**config.mk**
```make
export PLATFORM = sky130hd
export DESIGN_NAME = serial_word_sender_with_preamble
export DESIGN_NICKNAME = d
export VERILOG_FILES = /design/src/rtl/core/swsp_pkg.sv /design/src/rtl/core/swsp_cfg_regs.sv /design/src/rtl/core/swsp_seq.sv /design/src/rtl/core/serial_word_sender_with_preamble.sv
export VERILOG_INCLUDE_DIRS = /design/src /design/src/rtl/core
export SDC_FILE = /design/constraint.sdc
export NUM_CORES = 1
export LEC_CHECK = 0
export ABC_AREA = 1
export CORE_MARGIN = 2
export CORE_UTILIZATION = 30
export CTS_CLUSTER_SIZE = 25
export DETAILED_ROUTE_END_ITERATION = 16
export DONT_BUFFER_PORTS = 1
export SYNTH_ARGS = -nofsm -noshare
export SYNTH_HDL_FRONTEND = slang
export SYNTH_SLANG_ARGS = --single-unit
```
**constraint.sdc**
```tcl
create_clock -name i_clk -period 9.5 [get_ports i_clk]
set_clock_uncertainty 0.15 [all_clocks]
set_input_delay 1.9 -clock i_clk [delete_from_list [all_inputs] [get_ports i_clk]]
set_output_delay 1.9 -clock i_clk [all_outputs]
set_load 0.1 [all_outputs]
```
**src/rtl/core/assert_macros.svh**
```systemverilog
// Assertion helpers for the phase sequencer of the serial word sender.
`ifndef ASSERT_MACROS_SVH
`define ASSERT_MACROS_SVH

// Check a property on every rising clock edge, off while reset is low.
`define SWSP_ASSERT(lbl, clk, rst_n, prop, msg) \
    lbl: assert property (@(posedge clk) disable iff (!rst_n) prop) else $error(msg);

// Check that a condition never holds, off while reset is low.
`define SWSP_ASSERT_NEVER(lbl, clk, rst_n, cond, msg) \
    lbl: assert property (@(posedge clk) disable iff (!rst_n) !(cond)) else $error(msg);

`endif

```
**src/rtl/core/swsp_pkg.sv**
```systemverilog
package swsp_pkg;

    // Default sizes
    localparam int WORD_WIDTH_DEF  = 32;
    localparam int TIMER_WIDTH_DEF = 16;

    // Fixed field widths
    localparam int IN_WORD_WIDTH   = 32;
    localparam int IN_COUNT_WIDTH  = 6;
    localparam int REG_WIDTH       = 16;
    localparam int CFG_IDX_WIDTH   = 3;

    // Register indexes
    localparam logic [CFG_IDX_WIDTH-1:0] CFG_START_HOLD  = 3'd0;
    localparam logic [CFG_IDX_WIDTH-1:0] CFG_START_GAP   = 3'd1;
    localparam logic [CFG_IDX_WIDTH-1:0] CFG_START_PULSE = 3'd2;
    localparam logic [CFG_IDX_WIDTH-1:0] CFG_BIT_LOW     = 3'd3;
    localparam logic [CFG_IDX_WIDTH-1:0] CFG_BIT_HIGH    = 3'd4;

    // Register reset values, in microseconds
    localparam logic [REG_WIDTH-1:0] RST_START_HOLD  = 16'd498;
    localparam logic [REG_WIDTH-1:0] RST_START_GAP   = 16'd1007;
    localparam logic [REG_WIDTH-1:0] RST_START_PULSE = 16'd501;
    localparam logic [REG_WIDTH-1:0] RST_BIT_LOW     = 16'd494;
    localparam logic [REG_WIDTH-1:0] RST_BIT_HIGH    = 16'd502;

    // Phase durations handed from the register file to the sequencer
    typedef struct packed {
        logic [REG_WIDTH-1:0] start_hold_us;
        logic [REG_WIDTH-1:0] start_gap_us;
        logic [REG_WIDTH-1:0] start_pulse_us;
        logic [REG_WIDTH-1:0] bit_low_us;
        logic [REG_WIDTH-1:0] bit_high_us;
    } t_cfg;

    // One result transaction
    typedef struct packed {
        logic data_level;
        logic clock_level;
        logic busy_res;
        logic finished;
    } t_result;

endpackage

```
**src/rtl/core/swsp_cfg_regs.sv**
```systemverilog
module swsp_cfg_regs #(
    parameter int TIMER_WIDTH = swsp_pkg::TIMER_WIDTH_DEF
) (
    input  logic                               i_clk,
    input  logic                               i_rst_n,
    input  logic                               i_cfg_we,
    input  logic [swsp_pkg::CFG_IDX_WIDTH-1:0] i_cfg_index,
    input  logic [swsp_pkg::REG_WIDTH-1:0]     i_cfg_data,
    output swsp_pkg::t_cfg                     o_cfg
);

    localparam int TW = (TIMER_WIDTH < swsp_pkg::REG_WIDTH) ? TIMER_WIDTH
                                                            : swsp_pkg::REG_WIDTH;
    localparam logic [swsp_pkg::REG_WIDTH-1:0] MASK =
        swsp_pkg::REG_WIDTH'((33'd1 << TW) - 33'd1);

    swsp_pkg::t_cfg r_cfg;
    logic [swsp_pkg::REG_WIDTH-1:0] wr_value;

    // Keep only the bits the phase timer can count
    assign wr_value = i_cfg_data & MASK;

    // Decode the write index; drop writes beyond the last register
    always_ff @(posedge i_clk) begin
        if (!i_rst_n) begin
            r_cfg.start_hold_us  <= swsp_pkg::RST_START_HOLD & MASK;
            r_cfg.start_gap_us   <= swsp_pkg::RST_START_GAP & MASK;
            r_cfg.start_pulse_us <= swsp_pkg::RST_START_PULSE & MASK;
            r_cfg.bit_low_us     <= swsp_pkg::RST_BIT_LOW & MASK;
            r_cfg.bit_high_us    <= swsp_pkg::RST_BIT_HIGH & MASK;
        end else if (i_cfg_we) begin
            unique case (i_cfg_index)
                swsp_pkg::CFG_START_HOLD:  r_cfg.start_hold_us  <= wr_value;
                swsp_pkg::CFG_START_GAP:   r_cfg.start_gap_us   <= wr_value;
                swsp_pkg::CFG_START_PULSE: r_cfg.start_pulse_us <= wr_value;
                swsp_pkg::CFG_BIT_LOW:     r_cfg.bit_low_us     <= wr_value;
                swsp_pkg::CFG_BIT_HIGH:    r_cfg.bit_high_us    <= wr_value;
                default: ;
            endcase
        end
    end

    assign o_cfg = r_cfg;

endmodule

```
**src/rtl/core/swsp_seq.sv**
```systemverilog
`include "assert_macros.svh"

module swsp_seq #(
    parameter int WORD_WIDTH  = swsp_pkg::WORD_WIDTH_DEF,
    parameter int TIMER_WIDTH = swsp_pkg::TIMER_WIDTH_DEF
) (
    input  logic                                i_clk,
    input  logic                                i_rst_n,
    input  logic                                i_step,
    input  logic                                i_mode,
    input  logic [swsp_pkg::IN_WORD_WIDTH-1:0]  i_data_word,
    input  logic [swsp_pkg::IN_COUNT_WIDTH-1:0] i_bit_count,
    input  swsp_pkg::t_cfg                      i_cfg,
    output swsp_pkg::t_result                   o_result
);

    localparam int TW  = (TIMER_WIDTH < swsp_pkg::REG_WIDTH) ? TIMER_WIDTH
                                                             : swsp_pkg::REG_WIDTH;
    localparam int BLW = $clog2(WORD_WIDTH + 1);
    localparam int IW  = (WORD_WIDTH > 1) ? $clog2(WORD_WIDTH) : 1;
    localparam int CW  = (BLW > swsp_pkg::IN_COUNT_WIDTH) ? BLW : swsp_pkg::IN_COUNT_WIDTH;

    typedef enum logic [5:0] {
        PH_IDLE  = 6'b000001,
        PH_HOLD  = 6'b000010,
        PH_GAP   = 6'b000100,
        PH_PULSE = 6'b001000,
        PH_BLOW  = 6'b010000,
        PH_BHIGH = 6'b100000
    } t_phase;

    t_phase                r_phase, n_phase;
    logic [TW-1:0]         r_ticks, n_ticks;
    logic [WORD_WIDTH-1:0] r_word, n_word;
    logic [BLW-1:0]        r_bits_left, n_bits_left;
    logic                  r_data, n_data;
    logic                  r_clk, n_clk;
    logic                  n_finished;

    logic [WORD_WIDTH-1:0]         load_word;
    logic [BLW-1:0]                load_count;
    logic [swsp_pkg::REG_WIDTH-1:0] len_sel;
    logic [TW-1:0]                 len_eff;
    logic [TW:0]                   tick_inc;
    logic                          phase_end;
    logic [BLW-1:0]                bits_dec;
    logic [BLW-1:0]                idx_now;
    logic [BLW-1:0]                idx_next;
    logic                          end_send;

    // Fit the input word to the shift register
    generate
        if (WORD_WIDTH <= swsp_pkg::IN_WORD_WIDTH) begin : g_word_trunc
            assign load_word = i_data_word[WORD_WIDTH-1:0];
        end else begin : g_word_ext
            assign load_word = {{(WORD_WIDTH - swsp_pkg::IN_WORD_WIDTH){1'b0}}, i_data_word};
        end
    endgenerate

    // Saturate the bit count at the word width
    always_comb begin
        if (CW'(i_bit_count) > CW'(WORD_WIDTH)) begin
            load_count = BLW'(WORD_WIDTH);
        end else begin
            load_count = BLW'(i_bit_count);
        end
    end

    // Select the length of the running phase; zero counts as one tick
    always_comb begin
        unique case (r_phase)
            PH_HOLD:  len_sel = i_cfg.start_hold_us;
            PH_GAP:   len_sel = i_cfg.start_gap_us;
            PH_PULSE: len_sel = i_cfg.start_pulse_us;
            PH_BLOW:  len_sel = i_cfg.bit_low_us;
            default:  len_sel = i_cfg.bit_high_us;
        endcase
    end

    assign len_eff   = (len_sel[TW-1:0] == '0) ? TW'(1) : len_sel[TW-1:0];
    assign tick_inc  = {1'b0, r_ticks} + (TW + 1)'(1);
    assign phase_end = !(tick_inc < {1'b0, len_eff});
    assign bits_dec  = (r_bits_left != '0) ? r_bits_left - BLW'(1) : '0;
    assign idx_now   = r_bits_left - BLW'(1);
    assign idx_next  = bits_dec - BLW'(1);

    // Work out the state and line levels after this transaction
    always_comb begin
        n_phase     = r_phase;
        n_ticks     = r_ticks;
        n_word      = r_word;
        n_bits_left = r_bits_left;
        n_data      = r_data;
        n_clk       = r_clk;
        n_finished  = 1'b0;
        end_send    = 1'b0;
        if (i_step) begin
            if (i_mode) begin
                // Start a send unless the load is empty or a send is running
                if (load_word != '0 && load_count != '0 && r_phase == PH_IDLE) begin
                    n_word      = load_word;
                    n_bits_left = load_count;
                    n_phase     = PH_HOLD;
                    n_ticks     = '0;
                    n_data      = 1'b0;
                    n_clk       = 1'b1;
                end
            end else if (r_phase != PH_IDLE) begin
                if (!phase_end) begin
                    n_ticks = tick_inc[TW-1:0];
                end else begin
                    n_ticks = '0;
                    unique case (r_phase)
                        PH_HOLD: begin
                            n_data  = 1'b1;
                            n_clk   = 1'b0;
                            n_phase = PH_GAP;
                        end
                        PH_GAP: begin
                            n_clk   = 1'b1;
                            n_phase = PH_PULSE;
                        end
                        PH_PULSE: begin
                            n_clk = 1'b0;
                            if (r_bits_left != '0) begin
                                n_data  = r_word[idx_now[IW-1:0]];
                                n_phase = PH_BLOW;
                            end else begin
                                end_send = 1'b1;
                            end
                        end
                        PH_BLOW: begin
                            n_clk   = 1'b1;
                            n_phase = PH_BHIGH;
                        end
                        PH_BHIGH: begin
                            n_clk       = 1'b0;
                            n_bits_left = bits_dec;
                            if (bits_dec != '0) begin
                                n_data  = r_word[idx_next[IW-1:0]];
                                n_phase = PH_BLOW;
                            end else begin
                                end_send = 1'b1;
                            end
                        end
                        default: ;
                    endcase
                    // Drop both lines and go idle after the last bit
                    if (end_send) begin
                        n_data      = 1'b0;
                        n_clk       = 1'b0;
                        n_phase     = PH_IDLE;
                        n_bits_left = '0;
                        n_finished  = 1'b1;
                    end
                end
            end
        end
    end

    // Hold the send state
    always_ff @(posedge i_clk) begin
        if (!i_rst_n) begin
            r_phase     <= PH_IDLE;
            r_ticks     <= '0;
            r_word      <= '0;
            r_bits_left <= '0;
            r_data      <= 1'b0;
            r_clk       <= 1'b0;
        end else begin
            r_phase     <= n_phase;
            r_ticks     <= n_ticks;
            r_word      <= n_word;
            r_bits_left <= n_bits_left;
            r_data      <= n_data;
            r_clk       <= n_clk;
        end
    end

    assign o_result.data_level  = n_data;
    assign o_result.clock_level = n_clk;
    assign o_result.busy_res    = (n_phase != PH_IDLE);
    assign o_result.finished    = n_finished;

    `SWSP_ASSERT(a_idle_lines_low, i_clk, i_rst_n, r_phase == PH_IDLE |-> !r_data && !r_clk, "lines not low while idle")
    `SWSP_ASSERT_NEVER(a_busy_without_bits, i_clk, i_rst_n, r_phase != PH_IDLE && r_bits_left == '0, "send running with no bits left")
    `SWSP_ASSERT(a_idle_ticks_clear, i_clk, i_rst_n, r_phase == PH_IDLE |-> r_ticks == '0, "tick count left over while idle")
    `SWSP_ASSERT(a_finish_from_end, i_clk, i_rst_n, n_finished |-> r_phase == PH_BHIGH || r_phase == PH_PULSE, "send ended from a wrong phase")

endmodule

```
**src/rtl/core/serial_word_sender_with_preamble.sv**
```systemverilog
// Channel   Handshake                  Payload
// input     i_in_valid / o_in_ready    i_mode, i_data_word, i_bit_count
// result    o_out_valid / i_out_ready  o_data_level, o_clock_level, o_busy_res, o_finished
// config    i_cfg_we (no wait)         i_cfg_index, i_cfg_data
//
// Each transaction passes through the input register, then through the phase
// sequencer into the result register.
// One transaction is accepted per cycle; the sequencer state advances once each.
// Reset is synchronous, active low; registers return to their reset durations.
// A stalled result holds the pipeline; the input register still takes a
// transaction while empty, and takes the next one as the result register drains.
module serial_word_sender_with_preamble #(
    parameter int WORD_WIDTH  = swsp_pkg::WORD_WIDTH_DEF,
    parameter int TIMER_WIDTH = swsp_pkg::TIMER_WIDTH_DEF
) (
    input  logic                                i_clk,
    input  logic                                i_rst_n,
    input  logic                                i_in_valid,
    output logic                                o_in_ready,
    input  logic                                i_mode,
    input  logic [swsp_pkg::IN_WORD_WIDTH-1:0]  i_data_word,
    input  logic [swsp_pkg::IN_COUNT_WIDTH-1:0] i_bit_count,
    output logic                                o_out_valid,
    input  logic                                i_out_ready,
    output logic                                o_data_level,
    output logic                                o_clock_level,
    output logic                                o_busy_res,
    output logic                                o_finished,
    input  logic                                i_cfg_we,
    input  logic [swsp_pkg::CFG_IDX_WIDTH-1:0]  i_cfg_index,
    input  logic [swsp_pkg::REG_WIDTH-1:0]      i_cfg_data
);

    logic                                r_in_valid;
    logic                                r_in_mode;
    logic [swsp_pkg::IN_WORD_WIDTH-1:0]  r_in_word;
    logic [swsp_pkg::IN_COUNT_WIDTH-1:0] r_in_count;
    logic                                r_out_valid;
    swsp_pkg::t_result                   r_out;

    swsp_pkg::t_cfg    cfg;
    swsp_pkg::t_result seq_result;
    logic              out_take;
    logic              s1_fire;
    logic              in_fire;

    assign out_take   = !r_out_valid || i_out_ready;
    assign s1_fire    = r_in_valid && out_take;
    assign o_in_ready = !r_in_valid || out_take;
    assign in_fire    = i_in_valid && o_in_ready;

    swsp_cfg_regs #(
        .TIMER_WIDTH (TIMER_WIDTH)
    ) u_cfg_regs (
        .i_clk       (i_clk),
        .i_rst_n     (i_rst_n),
        .i_cfg_we    (i_cfg_we),
        .i_cfg_index (i_cfg_index),
        .i_cfg_data  (i_cfg_data),
        .o_cfg       (cfg)
    );

    swsp_seq #(
        .WORD_WIDTH  (WORD_WIDTH),
        .TIMER_WIDTH (TIMER_WIDTH)
    ) u_seq (
        .i_clk       (i_clk),
        .i_rst_n     (i_rst_n),
        .i_step      (s1_fire),
        .i_mode      (r_in_mode),
        .i_data_word (r_in_word),
        .i_bit_count (r_in_count),
        .i_cfg       (cfg),
        .o_result    (seq_result)
    );

    // Advance the valid flags of the input and result registers
    always_ff @(posedge i_clk) begin
        if (!i_rst_n) begin
            r_in_valid  <= 1'b0;
            r_out_valid <= 1'b0;
        end else begin
            if (in_fire) begin
                r_in_valid <= 1'b1;
            end else if (s1_fire) begin
                r_in_valid <= 1'b0;
            end
            if (out_take) begin
                r_out_valid <= r_in_valid;
            end
        end
    end

    // Capture the input transaction and the finished result
    always_ff @(posedge i_clk) begin
        if (in_fire) begin
            r_in_mode  <= i_mode;
            r_in_word  <= i_data_word;
            r_in_count <= i_bit_count;
        end
        if (s1_fire) begin
            r_out <= seq_result;
        end
    end

    assign o_out_valid   = r_out_valid;
    assign o_data_level  = r_out.data_level;
    assign o_clock_level = r_out.clock_level;
    assign o_busy_res    = r_out.busy_res;
    assign o_finished    = r_out.finished;

endmodule

```
==> metrics.md, run 1 <==
| Metric | Value |
|---|---|
| Critical Path AT | `roughly 4.9 ns` |
| Switching power total | `approximately 0.46 mW` |
| # setup viols final | `0` |
| Seq cells post-synth | `187` |
| Largest net degree at the start of global routing | `between 100 and 150` |
| Status | `complete, no violations` |
| Post_cts resized | `0` |
| Worst vdd ir | `0.0905 mV` |
| Fmax | `slightly above 0.2 GHz` |
| Clock Latency Late Sink | `roughly 0.44 ns` |
| Flop pwr share | `between 50 and 60%` |
| Setup crit end kind | `flop` |
| Logic pwr share | `10.3%` |
| CP bufs+invs | `2` |
| Yosys synthesis warning count | `0` |
| RD Place Congestion | `between 0.8 and 0.9` |
| Library cells used by synthesis | `42` |
| Sequential fraction of the synthesis area | `between 40 and 50%` |
| Vias/cell | `4.87` |
| Most frequent cells in the layout | `nand2_1 (229), o21ai_0 (148), dfxtp_1 (144)` |
| # Post-CTS Setup Buffers | `0` |
| Critical-path maximum fanout | `35` |
| Dpl hpwl | `approximately 16 mm` |
| Initial core utilization | `30.3%` |
| Number of diodes | `0` |
| RSZ-0062 raised after global routing | `false` |
| Kind of critical path | `reg2reg` |
| Net Sw Frac | `~27%` |
| Period utilisation layout | `about half` |
| Critical path, cell by cell | `inv_1, ha_1, nand4_1, nand2_1, ha_1, inv_1, a21oi_1, o21ai_0, o21ai_0, nand2_1, nand2_1, nand2_1, nand2_1, nand2_1, nand3_1, nand2_1, nor2_1, nand3_1, nand2_1, nand2_1` |
| Nets | `~1,300` |
| WL per Instance | `around 15 um` |
| CTS Buf Count | `17` |
| Pre-Repair DR Iteration Count | `5` |
| Area growth, synth to finish | `9.03%` |
| Ys async rst share | `0%` |
| Post-synth net total | `about 1,300` |
| Mapped Cells | `about 1,200` |
| Final Core Density | `between 30% and 40%` |
| WL final | `roughly 24 mm` |
| # clock sinks | `187` |
| Levels on crit path | `20` |
| Core ar. | `around 0.030 sq mm` |
| Power Total | `~1.7 mW` |
| MaxCap Viol Count | `0` |
| Final hold violations | `0` |
| Reg2reg setup slack | `approximately 4.7 ns` |
| CTS root buffer | `clkbuf_16` |
| Worst-margin pin slew | `around 1.2 ns` |
| Fin. max-slew vios | `0` |
| Row cnt | `64` |
| Clk network pwr share | `between 30 and 40%` |
| Worst path max stage delay | `approximately 0.9 ns` |
| EDFF count, synth | `43` |
| Worst EP required | `approximately 9.5 ns` |
| Sum of negative setup slack | `0 ns` |
| Die area | `0.0321 sq mm` |
| DRC viols | `0` |
| Antenna-violating nets left | `0` |
| CTS HTree Levels | `4` |
| Critical Path Slowest Stage Cell | `dfxtp_1` |
| Vias | `between 7,000 and 8,000` |
| Worst-case clock buffer depth | `2` |
| Global route overflow | `0` |
| Number of DRC markers in iteration 0 | `just under 700` |
| GRT Total Usage | `around 15%` |
| CTS tree | `done` |
| Reg2reg path depth | `20` |
| Min-delay worst type | `reg2reg` |
| Pwr dens | `between 150 and 200 mW/mm^2` |
| Buffers on Ports | `0` |
| Most used DFF post-synth | `dfxtp_1` |
| Die width | `between 150 and 200 um` |
| Worst Hold Depth | `2` |
| Die height | `between 150 and 200 um` |
| Clock transition at path regs | `~0.070 ns` |
| Relative slew slack | `around 20%` |
| Share of cells above drive strength 1 | `7.30%` |
| CP top delay family | `simple AND/OR/NAND/NOR gates` |
| Syn Area/Cell | `between 7 and 8 sq um` |
| Global-route wire length before repair | `38.0 mm` |
| Min Tclk post-route | `around 4.8 ns` |
| P_int | `between 1 and 1.5 mW` |
| Vias in the first global route | `~7,200` |
| Hold Buf Count CTS | `0` |
| Pleak | `between 4 and 5 nW` |
| Initial antenna violation count | `1` |
| IO Count | `69` |
| Critical Path Most Common Cell | `nand2_1` |
| Mapped Area | `between 0.009 and 0.01 sq mm` |
| CP Launch Type | `flop` |
| Commonest non-fill, non-tap cell in the layout | `nand2_1` |
logic make-up after synthesis:
family | synth area share, %
AOI/OAI and AO/OA | 16.0
xor gates and xnor gates | 1.71
adders and majority gates | 2.45
buffers and inverters | 8.25
DFF | 45.3
and+or+nand+nor | 26.3
cell type report:
type	count	area [sq um]
clock buffer	17	425
clock inverter	15	123
fill	3206	20400
inverter	128	480
multi-input combinational	851	4280
sequential	187	4170
tap	396	495
timing repair buffer	8	60.1
path summary, 6_finish.rpt:
| path | start | end |
|---|---|---|
| setup reg to reg | u_seq.r_bits_left[0]$_SDFFE_PN0P_ | o_data_level$_DFFE_PP_ |
| hold / removal | u_cfg_regs.o_cfg[64]$_SDFFE_PN0P_ | u_cfg_regs.o_cfg[64]$_SDFFE_PN0P_ |
| hold reg to reg | u_cfg_regs.o_cfg[64]$_SDFFE_PN0P_ | u_cfg_regs.o_cfg[64]$_SDFFE_PN0P_ |
| setup / recovery | u_seq.r_bits_left[0]$_SDFFE_PN0P_ | o_data_level$_DFFE_PP_ |
per-layer routing:
metal	GRT usage (%)	vias to the layer above	share of wire (%)
li1	-	4018	-
met1	21.3	3594	50
met5	0	-	0.055
met3	3.97	20	5.4
met2	22.4	171	43
met4	4.33	2	1.2
worst reg2reg max path, stage by stage, from the launching register on:
cell	delay [ns]
dfxtp_1	0.91
inv_1	0.22
ha_1	0.30
nand4_1	0.29
nand2_1	0.65
ha_1	0.75
inv_1	0.22
a21oi_1	0.15
o21ai_0	0.09
o21ai_0	0.11
nand2_1	0.08
nand2_1	0.07
nand2_1	0.05
nand2_1	0.06
nand2_1	0.05
nand3_1	0.06
nand2_1	0.05
nor2_1	0.10
nand3_1	0.08
nand2_1	0.10
nand2_1	0.06
synth_stat cells (3+ instances only):
cell	instances	share of area (%)
inv_2	7	0.29
nor4_1	8	0.54
o21ai_0	148	8.0
buf_6	3	0.37
and3_1	4	0.27
nor2_4	3	0.37
clkbuf_1	44	1.8
nor2_1	136	5.5
dfxtp_1	144	31
a21oi_1	109	5.9
nand2_1	229	9.3
ha_1	18	2.4
xnor2_1	4	0.38
nor3_1	5	0.27
o21ai_1	9	0.49
a21oi_2	9	0.86
nand2_4	3	0.37
inv_1	119	4.8
nand3_1	65	3.5
nand2_2	13	0.88
nand4_1	49	3.3
nor2_2	5	0.34
xor2_1	14	1.3
edfxtp_1	43	14
buf_4	4	0.33
buf_2	7	0.38
sequential cells by signal, summed over array words and instances, names as in the netlist:
signal / flops
r_in_valid: 1
u_seq.r_bits_left: 6
r_in_mode: 1
u_cfg_regs.o_cfg: 80
u_seq.r_ticks: 16
u_seq.r_clk: 1
o_finished: 1
r_in_count: 6
o_busy_res: 1
o_data_level: 1
o_out_valid: 1
u_seq.r_data: 1
u_seq.r_phase: 6
o_clock_level: 1
r_in_word: 32
u_seq.r_word: 32
power groups by stage:
stage	registers, mW	logic [mW]	clock network [mW]
4_1_cts	0.875	0.179	0.690
3_3_place_gp	0.892	0.175	0
6_report	0.875	0.179	0.676
3_5_place_dp	0.892	0.178	0
2_1_floorplan	0.885	0.148	0
5_1_grt	0.878	0.208	0.720
through the flow:
stage / instances / hold slack, ns / area, sq um / setup slack [ns]
floorplan: 1225 / 0.275 / 9210 / 4.74
global placement: 1570 / 0.284 / 9490 / 4.75
detailed placement: 1570 / 0.288 / 9490 / 4.68
CTS: 1602 / 0.298 / 10000 / 4.68
global route: 1602 / 0.320 / 10000 / 4.06
finish: 1602 / 0.296 / 10000 / 4.68
(Power assumes the default switching activity.)
==> run 2, diff against run 1 <==
- clock period: 9.5 -> 5 ns (I/O delays scaled with it)
==> run 2 against run 1 <==
- first-iteration DRC count is 0.29% lower
- critical endpoint is now u_seq.r_bits_left[3]$_SDFFE_PN0P_
- clock power grew 100%
- sequential cell count did not move
- final cell count is 0.44% higher
- register-to-register slack worse by 4.0 ns
- largest cell class unchanged
- sequential share of layout area fell by 0.32 points
==> metrics.md, run 2 (same netlist as run 1, synthesis figures left out) <==
| Metric | Value |
|---|---|
| Status | `complete, no violations` |
| # setup viols final | `0 (unchanged)` |
| RSZ-0062 raised after global routing | `false` |
| Final hold violations | `0 (unchanged)` |
| MaxCap Viol Count | `0 (unchanged)` |
| Global-route wire length before repair | `38.4 mm (+1.1%)` |
| Nets | `1,281 (+0.55%)` |
| Antenna-violating nets left | `0 (unchanged)` |
| Kind of critical path | `reg2reg` |
| Multi-input logic area | `0.00428 sq mm (unchanged)` |
| Worst-case clock buffer depth | `2 (unchanged)` |
| Row cnt | `64 (unchanged)` |
| Initial core utilization | `30.3% (unchanged)` |
| Clock transition at path regs | `0.07 ns (about the same)` |
| Core ar. | `0.0304 sq mm (unchanged)` |
| Critical Path AT | `4.48 ns (-0.38 ns)` |
| Worst path max stage delay | `0.40 ns (-0.51 ns)` |
| CP bufs+invs | `5 (+3)` |
| IO Count | `69 (unchanged)` |
| Met3 GRT Util | `3.84% (-0.13 points)` |
| CP Launch Type | `flop` |
| # clock sinks | `187 (unchanged)` |
| Hold Buf Count CTS | `0 (unchanged)` |
| Critical path, cell by cell | `inv_1, nor2_1, nand4_1, or2_2, nor3_1, nand4_1, nor3b_1, xnor2_1, inv_1, ha_1, and3_1, a221o_1, nor2_1, nand2_1, inv_1, nand2_2, inv_2, nand2_4, nand2_1, inv_1, nor2_1, nor2_1` |
| Min Tclk post-route | `4.29 ns (-0.527 ns)` |
| Pre-Repair DR Iteration Count | `6 (+1)` |
| Vias/cell | `4.96 (+1.8%)` |
| Min-delay worst type | `reg2reg` |
| Vias in the first global route | `7,199 (-0.22%)` |
| Fmax | `0.233 GHz (+12%)` |
| Largest register FFs | `80 (unchanged)` |
| Global route overflow | `0 (unchanged)` |
| Dpl hpwl | `16.2 mm (+2.1%)` |
| Period utilisation layout | `85.8% (+35 points)` |
| Reg2reg path depth | `22 (+10%)` |
| CTS Buf Count | `17 (unchanged)` |
| Sum of negative setup slack | `0 ns (unchanged)` |
| CP top delay family | `simple AND/OR/NAND/NOR gates` |
| Worst EP required | `5.18 ns (-4.36 ns)` |
| RD Place Congestion | `0.828 (+2.1%)` |
| Initial antenna violation count | `0 (-1)` |
| GRT met2 Usage | `22.1% (-0.34 points)` |
| Worst Hold Depth | `2 (unchanged)` |
| Die width | `179 um (unchanged)` |
| FF+latch area | `0.00417 sq mm (unchanged)` |
| Buffers on Ports | `0 (unchanged)` |
| WL final | `24.0 mm (+2.2%)` |
| Post_cts resized | `0 (unchanged)` |
| CTS HTree Levels | `4 (unchanged)` |
| Levels on crit path | `22 (+10%)` |
| CTS root buffer | `clkbuf_16` |
| DRC viols | `0 (unchanged)` |
| Share of cells above drive strength 1 | `7.91% (+0.62 points)` |
| Setup crit end kind | `flop` |
| Area growth, synth to finish | `9.88%` |
| Largest net degree at the start of global routing | `114 (unchanged)` |
| CTS tree | `done` |
| Critical-path maximum fanout | `11 (-69%)` |
| Fin. max-slew vios | `0 (unchanged)` |
| Final Cell Area | `0.0101 sq mm (+0.77%)` |
| Most frequent cells in the layout | `nand2_1 (229), o21ai_0 (148), dfxtp_1 (144)` |
| Vias | `7,977 (+2.2%)` |
| Die height | `179 um (unchanged)` |
| Die area | `0.0321 sq mm (unchanged)` |
| Pleak | `4.26 nW (+1.2%)` |
| Number of DRC markers in iteration 0 | `693 (-0.29%)` |
| Clock Latency Late Sink | `0.44 ns (about the same)` |
| # Post-CTS Setup Buffers | `0 (unchanged)` |
| Pwr dens | `332 mW/mm^2 (+93%)` |
| Met1 Use GR | `21.9% (+0.57 points)` |
| Area after DPL | `0.00955 sq mm (+0.55%)` |
| Filler Cell Count | `3,195 (-0.34%)` |
| GRT Total Usage | `15.2% (+0.12 points)` |
| Most used routing layer in global routing | `met2` |
| Number of diodes | `0 (unchanged)` |
| Commonest non-fill, non-tap cell in the layout | `nand2_1` |
| Worst-margin pin slew | `0.936 ns (-0.254 ns)` |
| WL per Instance | `14.9 um (+1.8%)` |
| Critical Path Slowest Stage Cell | `dfxtp_1` |
| Relative slew slack | `37.7% (+17 points)` |
| Worst vdd ir | `0.189 mV (+110%)` |
run 2: per-stage QoR:
step           hold slack (ns)  util (%)  std cells  power [mW]  setup slack, ns
2_1_floorplan            0.275         -       1225        1.96             1.17
3_3_place_gp             0.286      31.4       1577        2.04            0.795
3_5_place_dp             0.293      31.4       1577        2.04            0.672
4_1_cts                  0.305      33.3       1609        3.39            0.666
5_1_grt                  0.331      33.3       1609        3.51            0.200
6_report                 0.302      33.3       1609        3.36            0.710
run 2: path summary, 6_finish.rpt:
check / endpoint / start / slack [ns]
setup / recovery: u_seq.r_bits_left[3]$_SDFFE_PN0P_ / u_seq.r_ticks[0]$_SDFFE_PN0P_ / 0.71
hold / removal: u_cfg_regs.o_cfg[64]$_SDFFE_PN0P_ / u_cfg_regs.o_cfg[64]$_SDFFE_PN0P_ / 0.30
setup reg to reg: u_seq.r_bits_left[3]$_SDFFE_PN0P_ / u_seq.r_ticks[0]$_SDFFE_PN0P_ / 0.71
hold reg to reg: u_cfg_regs.o_cfg[64]$_SDFFE_PN0P_ / u_cfg_regs.o_cfg[64]$_SDFFE_PN0P_ / 0.30
run 2: report_power, final:
group	leakage [nW]	total, mW	internal (mW)	switching (mW)
Sequential	1.59	1.66	1.61	0.0467
Combinational	2.38	0.353	0.113	0.240
Clock	0.289	1.35	0.740	0.610
run 2: routing by layer:
metal | routed length [um] | share of wire [%] | up-vias
met2 | 10200 | 42 | 213
met4 | 398 | 1.7 | 0
li1 | - | - | 4043
met1 | 11900 | 49 | 3699
met3 | 1590 | 6.6 | 22
met5 | 0 | 0 | -
run 2: tightest hold or removal path, cell delays in order (launching register included):
cell	delay [ns]
dfxtp_1	0.30
inv_1	0.06
a21oi_1	0.06
run 2: layout make-up:
cell class / instances / share of cell area, %
Sequential cell: 187 / 41.2
Tap cell: 396 / 4.90
Timing Repair Buffer: 15 / 1.11
Clock inverter: 14 / 1.42
Clock buffer: 18 / 4.24
Multi-Input combinational cell: 851 / 42.3
Inverter: 128 / 4.75
